### config.mk
export PLATFORM = sky130hd
export DESIGN_NAME = quoted_token_splitter_core
export DESIGN_NICKNAME = d
export VERILOG_FILES = /design/src/hw/rtl/qts_pkg.sv /design/src/hw/rtl/quoted_token_splitter_core.sv /design/src/hw/rtl/qts_scan.sv /design/src/hw/rtl/qts_rsp_reg.sv
export SDC_FILE = /design/constraint.sdc
export NUM_CORES = 1
export LEC_CHECK = 0
export CORE_MARGIN = 3
export CORE_UTILIZATION = 55
export DETAILED_ROUTE_END_ITERATION = 8
export DONT_BUFFER_PORTS = 1
export PLACE_DENSITY = 0.78
export SLEW_MARGIN = 20
export SYNTH_ARGS = -nofsm -noshare
export SYNTH_HDL_FRONTEND = slang
export SYNTH_SLANG_ARGS = --single-unit
### constraint.sdc
create_clock -name clock -period 3 [get_ports clock]
set_input_delay 0.15 -clock clock [delete_from_list [all_inputs] [get_ports clock]]
set_output_delay 0.15 -clock clock [all_outputs]
set_load 0.02 [all_outputs]
### src/hw/rtl/qts_pkg.sv
// ----------------------------------------------------------------------------
// Quoted token splitter package
// Shared types and character codes for the quoted token splitter.
// ----------------------------------------------------------------------------
package qts_pkg;

   // One input item: a text byte or an end-of-input mark.
   typedef struct packed {
      logic [7:0] byte_value;
      logic       end_of_input;
   } req_type;

   // One result item.
   typedef struct packed {
      logic [1:0] result_kind;
      logic [7:0] token_byte;
      logic       truncated;
   } rsp_type;

   // Result kinds.
   localparam logic [1:0] KIND_BYTE      = 2'd0;
   localparam logic [1:0] KIND_END       = 2'd1;
   localparam logic [1:0] KIND_NONE_LEFT = 2'd2;

   // Character codes the scanner reacts to.
   localparam logic [7:0] CH_TAB     = 8'h09;
   localparam logic [7:0] CH_NEWLINE = 8'h0a;
   localparam logic [7:0] CH_CR      = 8'h0d;
   localparam logic [7:0] CH_SPACE   = 8'h20;
   localparam logic [7:0] CH_HASH    = 8'h23;
   localparam logic [7:0] CH_QUOTE   = 8'h22;

   // Whitespace test used between tokens and at the end of bare tokens.
   function automatic logic is_blank(input logic [7:0] ch);
      is_blank = (ch == CH_TAB) || (ch == CH_NEWLINE) || (ch == CH_CR) || (ch == CH_SPACE);
   endfunction

endpackage

### src/hw/rtl/quoted_token_splitter_core.sv
// ----------------------------------------------------------------------------
// Quoted token splitter core
// Splits a byte stream into bare and quoted tokens, skipping whitespace and
// hash comments.
// ----------------------------------------------------------------------------
// The block takes one byte or end-of-input mark per cycle and gives at most
// one result per item: a token byte, a token end (with a truncated flag when
// bytes past MAX_LEN-1 were dropped), or a no-more-tokens mark. An accepted
// item is held in an input register, classified there against the scan mode,
// and its result is written to an output register, from which it is presented
// to the downstream side until it transfers. The sustained rate is one item
// per cycle; it drops only while a waiting result is held back by rsp_stall
// and the next item also has a result to deliver.
module quoted_token_splitter_core
   import qts_pkg::*;
#(
   parameter int MAX_LEN = 256
) (
   input  logic    clock,
   input  logic    reset,
   input  logic    req_valid,
   output logic    req_stall,
   input  req_type req_data,
   output logic    rsp_valid,
   input  logic    rsp_stall,
   output rsp_type rsp_data
);

   logic    in_valid_ff, in_valid_in;
   req_type in_data_ff;
   logic    accept;
   logic    advance;
   logic    scan_has_rsp;
   rsp_type scan_rsp;
   logic    out_room;

   // An item moves on unless its result finds the output register full and held by rsp_stall.
   assign advance   = in_valid_ff && (!scan_has_rsp || out_room);
   assign req_stall = in_valid_ff && !advance;
   assign accept    = req_valid && !req_stall;

   assign in_valid_in = accept || (in_valid_ff && !advance);

   always_ff @(posedge clock) begin
      if (reset) begin
         in_valid_ff <= 1'b0;
      end else begin
         in_valid_ff <= in_valid_in;
      end
   end

   always_ff @(posedge clock) begin
      if (accept) begin
         in_data_ff <= req_data;
      end
   end

   // Scan logic and mode state.
   qts_scan #(
      .MAX_LEN (MAX_LEN)
   ) u_scan (
      .clock   (clock),
      .reset   (reset),
      .item    (in_data_ff),
      .step    (advance),
      .has_rsp (scan_has_rsp),
      .rsp     (scan_rsp)
   );

   // Result register toward the downstream side.
   qts_rsp_reg u_rsp_reg (
      .clock     (clock),
      .reset     (reset),
      .load      (advance && scan_has_rsp),
      .load_data (scan_rsp),
      .room      (out_room),
      .rsp_valid (rsp_valid),
      .rsp_stall (rsp_stall),
      .rsp_data  (rsp_data)
   );

   // An input stall happens only behind a held result.
   assert property (@(posedge clock) disable iff (reset)
      req_stall |-> (rsp_valid && rsp_stall))
      else $error("input stalled while the result register could take a transfer");

   // A result that leaves the scanner is presented in the next cycle.
   assert property (@(posedge clock) disable iff (reset)
      (advance && scan_has_rsp) |=> (rsp_valid && rsp_data == $past(scan_rsp)))
      else $error("scanner result lost on its way to the output");

   // Only defined kinds leave the block, and truncation only with a token end.
   assert property (@(posedge clock) disable iff (reset)
      rsp_valid |-> ((rsp_data.result_kind == KIND_BYTE ||
                      rsp_data.result_kind == KIND_END ||
                      rsp_data.result_kind == KIND_NONE_LEFT) &&
                     (!rsp_data.truncated || rsp_data.result_kind == KIND_END)))
      else $error("malformed result");

endmodule

### src/hw/rtl/qts_scan.sv
// ----------------------------------------------------------------------------
// Quoted token splitter scanner
// Holds the scan mode, token length and overflow flag, and decides the result
// of one item in a single pass of logic.
// ----------------------------------------------------------------------------
module qts_scan
   import qts_pkg::*;
#(
   parameter int MAX_LEN = 256
) (
   input  logic    clock,
   input  logic    reset,
   input  req_type item,
   input  logic    step,
   output logic    has_rsp,
   output rsp_type rsp
);

   localparam int LEN_W = $clog2(MAX_LEN);
   localparam logic [LEN_W-1:0] LEN_LIMIT = LEN_W'(MAX_LEN - 1);

   typedef enum logic [1:0] {
      MODE_BETWEEN = 2'd0,
      MODE_COMMENT = 2'd1,
      MODE_QUOTED  = 2'd2,
      MODE_BARE    = 2'd3
   } mode_type;

   mode_type         mode_ff, mode_in;
   logic [LEN_W-1:0] len_ff, len_in;
   logic             ovf_ff, ovf_in;
   logic [7:0]       ch;
   logic             eoi;

   assign ch  = item.byte_value;
   assign eoi = item.end_of_input;

   // Next state and result for the item at the input register.
   always_comb begin
      mode_in = mode_ff;
      len_in  = len_ff;
      ovf_in  = ovf_ff;
      has_rsp = 1'b0;
      rsp     = '0;
      case (mode_ff)
         MODE_BETWEEN, MODE_COMMENT: begin
            if (eoi) begin
               mode_in         = MODE_BETWEEN;
               len_in          = '0;
               ovf_in          = 1'b0;
               has_rsp         = 1'b1;
               rsp.result_kind = KIND_NONE_LEFT;
            end else if (mode_ff == MODE_COMMENT) begin
               if (ch == CH_NEWLINE) begin
                  mode_in = MODE_BETWEEN;
               end
            end else if (ch == CH_HASH) begin
               mode_in = MODE_COMMENT;
            end else if (!is_blank(ch)) begin
               ovf_in = 1'b0;
               if (ch == CH_QUOTE) begin
                  mode_in = MODE_QUOTED;
                  len_in  = '0;
               end else begin
                  // The first byte of a bare token always fits.
                  mode_in         = MODE_BARE;
                  len_in          = LEN_W'(1);
                  has_rsp         = 1'b1;
                  rsp.result_kind = KIND_BYTE;
                  rsp.token_byte  = ch;
               end
            end
         end
         default: begin
            // Inside a quoted or bare token.
            if (eoi || (mode_ff == MODE_QUOTED && ch == CH_QUOTE) ||
                (mode_ff == MODE_BARE && is_blank(ch))) begin
               mode_in         = MODE_BETWEEN;
               len_in          = '0;
               ovf_in          = 1'b0;
               has_rsp         = 1'b1;
               rsp.result_kind = KIND_END;
               rsp.truncated   = ovf_ff;
            end else if (len_ff < LEN_LIMIT) begin
               len_in          = len_ff + LEN_W'(1);
               has_rsp         = 1'b1;
               rsp.result_kind = KIND_BYTE;
               rsp.token_byte  = ch;
            end else begin
               ovf_in = 1'b1;
            end
         end
      endcase
   end

   // Scan state advances when the item leaves the input register.
   always_ff @(posedge clock) begin
      if (reset) begin
         mode_ff <= MODE_BETWEEN;
         len_ff  <= '0;
         ovf_ff  <= 1'b0;
      end else if (step) begin
         mode_ff <= mode_in;
         len_ff  <= len_in;
         ovf_ff  <= ovf_in;
      end
   end

endmodule

### src/hw/rtl/qts_rsp_reg.sv
// ----------------------------------------------------------------------------
// Quoted token splitter result register
// Holds one result until the downstream side takes the transfer.
// ----------------------------------------------------------------------------
module qts_rsp_reg
   import qts_pkg::*;
(
   input  logic    clock,
   input  logic    reset,
   input  logic    load,
   input  rsp_type load_data,
   output logic    room,
   output logic    rsp_valid,
   input  logic    rsp_stall,
   output rsp_type rsp_data
);

   logic    valid_ff, valid_in;
   rsp_type data_ff;

   // The register can take a new result when empty or being emptied now.
   assign room     = !valid_ff || !rsp_stall;
   assign valid_in = load || (valid_ff && rsp_stall);

   always_ff @(posedge clock) begin
      if (reset) begin
         valid_ff <= 1'b0;
      end else begin
         valid_ff <= valid_in;
      end
   end

   always_ff @(posedge clock) begin
      if (load) begin
         data_ff <= load_data;
      end
   end

   assign rsp_valid = valid_ff;
   assign rsp_data  = data_ff;

endmodule

Yosys cells after proc, flatten, opt, wreduce, memory -nomap -nowiden --
Cells that the tools add are included.
Word-level totals: register bits 33, input port bits 13, output and inout bits 13, logic and storage cells 98
Operators by class: $add $sub $neg 1, $lt $le $gt $ge 1, eq/ne operators 15, mux-type cells 41, bitwise operators 1, reduce and logical (&&, ||, !) cells 29
Operators with widths (count):
- $mux 8 | 11
- $mux 10 | 4
- $eq 8x4->1 const B | 3
- $eq 8x6->1 const B | 3
- $mux 2 | 9
- $mux 1 | 17
- $reduce_and 5->1 | 2
- $logic_or 1x1->1 | 9
- $ne 3x3->1 const B | 3
- $add 8x1->8 const B | 1
- $lt 8x8->1 const B | 1
- $logic_and 1x1->1 | 7
- $logic_not 1->1 | 5
- $ne 5x3->1 const B | 1
- $eq 2x2->1 const B | 2
- $ne 4x4->1 const B | 1
- $reduce_and 4->1 | 1
- $ne 3x2->1 const B | 1
- $reduce_bool 3->1 | 1
- $reduce_or 3->1 | 1
- $eq 2x1->1 const B | 1
- $logic_not 2->1 | 1
- $reduce_bool 2->1 | 1
- $reduce_or 2->1 | 1
- $not 1->1 | 1

Depth between registers and ports, before layout --
depth in word-level cells 17, depth in mapped cells 8, depth with buffers taken out 7

Modules after synthesis --
Synthesis repeated with hierarchy kept, for this count alone.
Unflattened totals: cells, all modules 157, area, all modules 1645.3 um^2
Modules (own cells, without submodules):
- qts_scan | times used 1, cells an instance 124, area each 934.6 um^2, sequential area each 220.2 um^2
- qts_rsp_reg | times used 1, cells an instance 15, area each 362.8 um^2, sequential area each 350.3 um^2
- quoted_token_splitter_core | times used 1, cells an instance 18, area each 347.8 um^2, sequential area each 290.3 um^2

Worst setup path before layout --
Ideal clock, no wire load.
path kind register to register, from reg in_data_ff[4] (netlist name), to reg u_rsp_reg.data_ff, in the netlist u_rsp_reg.rsp_data[0] (enable), setup time 0.378 ns, data arrival time 2.210 ns, data required time 2.622 ns, setup slack 0.412 ns, stages on the path, launching flop included 7, path buffers 1, clock period less this slack 2.588 ns, cells stage by stage edfxtp_1 -> or4bb_1 -> o41ai_2 -> or3b_1 -> buf_2 -> o211ai_1 -> nor2_1
On the way: cells in the longest elaborated chain, start to end 13, elaborated cells between the ends (all ways) 24, classes of those cells eq/ne: 6; mux: 7; reduce/logical: 11
RTL lines:
- from (decl) | RTL line quoted_token_splitter_core.sv:30 | req_type in_data_ff;
- from (signal assigned) | RTL line quoted_token_splitter_core.sv:54 | in_data_ff <= req_data;
- $eq 8x4->1 | RTL line qts_pkg.sv:35 | is_blank = (ch == CH_TAB) || (ch == CH_NEWLINE) || (ch == CH_CR) || (ch == CH_SPACE);
- $logic_or 1x1->1 (3 in a row) | RTL line qts_pkg.sv:35
- $mux 1 | RTL line qts_scan.sv:59 | end else if (!is_blank(ch)) begin
- $mux 1 | RTL line qts_scan.sv:57 | end else if (ch == CH_HASH) begin
- $mux 1 | RTL line qts_scan.sv:53 | end else if (mode_ff == MODE_COMMENT) begin
- $mux 1 | RTL line qts_scan.sv:47 | if (eoi) begin
- $mux 1 * | RTL line qts_scan.sv:45 | case (mode_ff)
- $logic_not 1->1 | RTL line quoted_token_splitter_core.sv:38 | assign advance = in_valid_ff && (!scan_has_rsp || out_room);
- $logic_or 1x1->1 | RTL line quoted_token_splitter_core.sv:38
- $logic_and 1x1->1 | RTL line quoted_token_splitter_core.sv:38
- $logic_and 1x1->1 * | RTL line quoted_token_splitter_core.sv:74 | .load (advance && scan_has_rsp),
- via u_rsp_reg.load | RTL line qts_rsp_reg.sv:10 | input logic load,
- to (signal assigned) | RTL line qts_rsp_reg.sv:35 | data_ff <= load_data;
- to (decl) | RTL line qts_rsp_reg.sv:19 | rsp_type data_ff;
Mark *: on every way through the listed nets, which the timed path passes. The rest lies on a longest branch. A chain may end at the register's enable or synchronous reset.

Final worst setup path --
from reg in_data_ff[4] (netlist name), to out req_stall
On the way: cells in the longest elaborated chain, start to end 14, elaborated cells between the ends (all ways) 25, classes of those cells eq/ne: 6; mux: 7; reduce/logical: 12
RTL lines:
- $eq 8x4->1 | RTL line qts_pkg.sv:35
- $logic_or 1x1->1 (3 in a row) | RTL line qts_pkg.sv:35
- $mux 1 | RTL line qts_scan.sv:59
- $mux 1 | RTL line qts_scan.sv:57
- $mux 1 | RTL line qts_scan.sv:53
- $mux 1 | RTL line qts_scan.sv:47
- $mux 1 * | RTL line qts_scan.sv:45
- $logic_not 1->1 * | RTL line quoted_token_splitter_core.sv:38
- $logic_or 1x1->1 * | RTL line quoted_token_splitter_core.sv:38
- $logic_and 1x1->1 * | RTL line quoted_token_splitter_core.sv:38
- $logic_not 1->1 * | RTL line quoted_token_splitter_core.sv:39 | assign req_stall = in_valid_ff && !advance;
- $logic_and 1x1->1 * | RTL line quoted_token_splitter_core.sv:39
- to (decl) | RTL line quoted_token_splitter_core.sv:22 | output logic req_stall,
Mark *: on every way between the ends. The rest lies on a longest branch, timed or not.

==> out/metrics.cfg <==
[final_layout]
fin_cells=208
diodes=0
nets=190
fillerInstances=218
drive_gt1_share_pct=11.86
syn2layout_area_growth_pct=14.46
multi_input_comb_area_um2=752.0
fin_util_pct=67.44
regArea_um2=860.8
final_area_um2=1892

[logic_synthesis]
synth_cells=160
synth_edf_count=20
synth_top_flop_cell=edfxtp_1
yosys.area.top_type=edfxtp_1
yosys.area.top_type_share_pct=36.34
ys_warn_count=0
synth_seq_cells=33
synth_cell_types=50
syn-num-nets=174
syn_area_um2=1653
synthArstFlopShare_pct=0
synth_area_leaders=edfxtp_1 (36%), dfxtp_1 (16%), nor2b_1 (3.4%), a21oi_1 (3.3%), nand3_1 (2.7%)
avgSynthCellArea_um2=10.33
ys_seq_area_share_pct=52.08

[die]
die_area_um2=3699
die_w_um=60.82
floorplan.initialDensity_pct=58.92
die_h_um=60.82
ioPinCount=26
rows=19
core-area_um2=2805

[worst_hold_path]
min_to=u_scan.len_ff[5]$_SDFFE_PP0P_
hold_path_class=in2reg
holdPathStages=3
worstHoldStart=reset

[clock_network]
post_cts_buffers=0
clk_pin_slew_ns=0.10
root_buffer=clkbuf_4
h-tree-depth=2
worstSkewPairLatency_ns=0.34
cts_buffer_depth=2
cts_sinks=33
cts-buffers-inserted=5
cts_tree=done

[worst_setup_path]
required_ns=2.85
worst_ep_arrival_time_ns=2.65
r2r_slack_ns=0.37
crit_chain=or4bb_1, o41ai_2, or3b_1, o211ai_1, nor2_1
r2r_start=in_data_ff[2]$_DFFE_PP_
critPathMaxStageDelay_ns=0.59
r2r-end=in_data_ff[7]$_DFFE_PP_
criticalPathCategory=reg2out
critPathMaxFanout=8
slowest_stage=or4bb_1
setup.worst_path.start_class=flop
ff2ff_path_depth=6
endpoint_kind=output port

[global_routing]
grtUsageMet2_pct=32.21
grt_max_degree=13
grt_pass1_vias=1300
grt_overflow_total=0
top_usage_layer=met2
antenna_found_initial=0
gr-usage-all-layers_pct=20.59
grtUsageMet1_pct=25.23
grt_use_met3_pct=7.447
grt_pass1_wl_mm=5.616

[detailed_routing]
routed_wl_mm=3.339
drt-initial-drc-count=61
viasPerCell=6.471
vias=1346
ant_nets=0
dr.pass1.iters=4
drc=0
drt-wirelength-per-cell_um=16.05

[sta]
rsz0062_at_grt=no
setup_tns_ns=0
min_period_ns=2.797
fin_worst_skew_ns=0.008258
finalCritPeriodShare_pct=93.23
worst_pin_slew_ns=0.6672
setup_violations=0
maxSlewHeadroom_pct=55.22
hold_viol=0
setup_slack_ns=0.2032
fmax_ghz=0.3576
slew_viol_final=0

[placed_design]
port_buffers=0
placed_cell_area_um2=1693
dpl.cell_count=189
dp_slack_ns=0.3981
dp_hpwl_mm=2.301
gp_congestion=0.9471

[pwr]
cellLeakagePower_nw=0.6337
ir_worst_vdd_v=0.0004294
p_per_area_nw_per_um2=516.6

[flow_run]
maxCapViolCount=0

[outcome]
status=complete, no violations

logic make-up (layout without fill, tap and decap cells):
kind of cell               count (synthesis)  in the layout  share of synthesized area [%]
adders and majority gates                  1              1                         0.7569
DFF                                       33             33                          52.08
and+or+nand+nor                           71             71                          24.98
AOI/OAI and AO/OA                         45             45                          19.76
buffers and inverters                     10             27                          2.423
sequential cells by signal (all words and copies together), names as in the netlist:
name	flops
in_data_ff	9
u_rsp_reg.rsp_valid	1
in_valid_ff	1
u_scan.ovf_ff	1
u_rsp_reg.rsp_data	11
u_scan.mode_ff	2
u_scan.len_ff	8
area by class of cell:
| class | count | share of cell area [%] |
|---|---|---|
| flip-flops and latches | 33 | 45.50 |
| clock inverters | 2 | 1.984 |
| inverters | 5 | 0.9921 |
| repair buffers | 14 | 7.011 |
| clock buffers | 6 | 2.712 |
| well taps | 31 | 2.050 |
| multi-input cells | 117 | 39.75 |
worst max-delay path, delay by kind of cell, from the launching register on:
kind	cells	cell delay [ns]
AND/OR/NAND/NOR	3	1.29
AO/OA/AOI/OAI	2	0.53
flip-flops	1	0.49
repair_timing:
| item | CTS | global route |
|---|---|---|
| hold buffers | 11 | 0 |
| hold endpoints to repair | 18 | 0 |
| gates resized for setup | 0 | 0 |
worst max-delay path by stage:
stage                                  from                             endpoint  slack, ns  depth (start not counted)
floorplan           in_data_ff[4]$_DFFE_PP_  u_rsp_reg.rsp_data[0]$_SDFFCE_PP0P_       0.41                          6
global placement    in_data_ff[4]$_DFFE_PP_              in_data_ff[7]$_DFFE_PP_       0.50                          6
detailed placement  in_data_ff[2]$_DFFE_PP_              in_data_ff[5]$_DFFE_PP_       0.40                          6
CTS                 in_data_ff[4]$_DFFE_PP_                            req_stall       0.23                          5
global route        in_data_ff[4]$_DFFE_PP_                            req_stall       0.03                          5
finish              in_data_ff[4]$_DFFE_PP_                            req_stall       0.20                          5
where the power goes:
| part | switching [mW] | internal (mW) | total (mW) |
|---|---|---|---|
| registers | 0.0292 | 0.505 | 0.534 |
| logic | 0.0539 | 0.0405 | 0.0944 |
| clock network | 0.151 | 0.198 | 0.349 |
| total | 0.234 | 0.744 | 0.977 |
cells in the final DEF (no fill, tap or decap), drive strengths merged, types with 4 or more instances in the layout:
| cell | Yosys | routed |
|---|---|---|
| nor2b | 9 | 9 |
| inv | 5 | 5 |
| edfxtp | 20 | 20 |
| dlygate4sd3 | 0 | 11 |
| nand4 | 4 | 4 |
| nand2 | 12 | 12 |
| nor3 | 6 | 6 |
| dfxtp | 13 | 13 |
| o21ai | 9 | 9 |
| clkbuf | 3 | 6 |
| nor2 | 9 | 9 |
| a21oi | 12 | 12 |
| nand3 | 9 | 9 |
cell usage after synthesis, drive strengths merged (2+ instances only):
cell type,count
nand3,9
or3b,2
a31oi,2
nand2,12
a221oi,2
nand4,4
a21o,2
nand2b,2
inv,5
a21oi,12
or4,2
clkbuf,3
a32o,3
o21a,2
a22oi,2
o211ai,2
nor2b,9
nor3b,3
buf,2
or3,3
nor2,9
dfxtp,13
nor3,6
and3,2
o21ai,9
edfxtp,20
per-stage QoR:
stage | power, mW | hold slack, ns
3_5_place_dp | 0.6244 | 0.2252
3_3_place_gp | 0.6209 | 0.2212
2_1_floorplan | 0.6042 | 0.2489
5_1_grt | 1.017 | 0.03348
4_1_cts | 0.9792 | 0.01616
6_report | 0.9773 | 0.01639
layer usage:
metal	vias to the layer above	share of wire (%)
li1	648	-
met1	644	45
met2	47	48
met3	7	5.4
met4	0	1.6
met5	-	0
No activity file was read; power rests on OpenSTA's default activity.
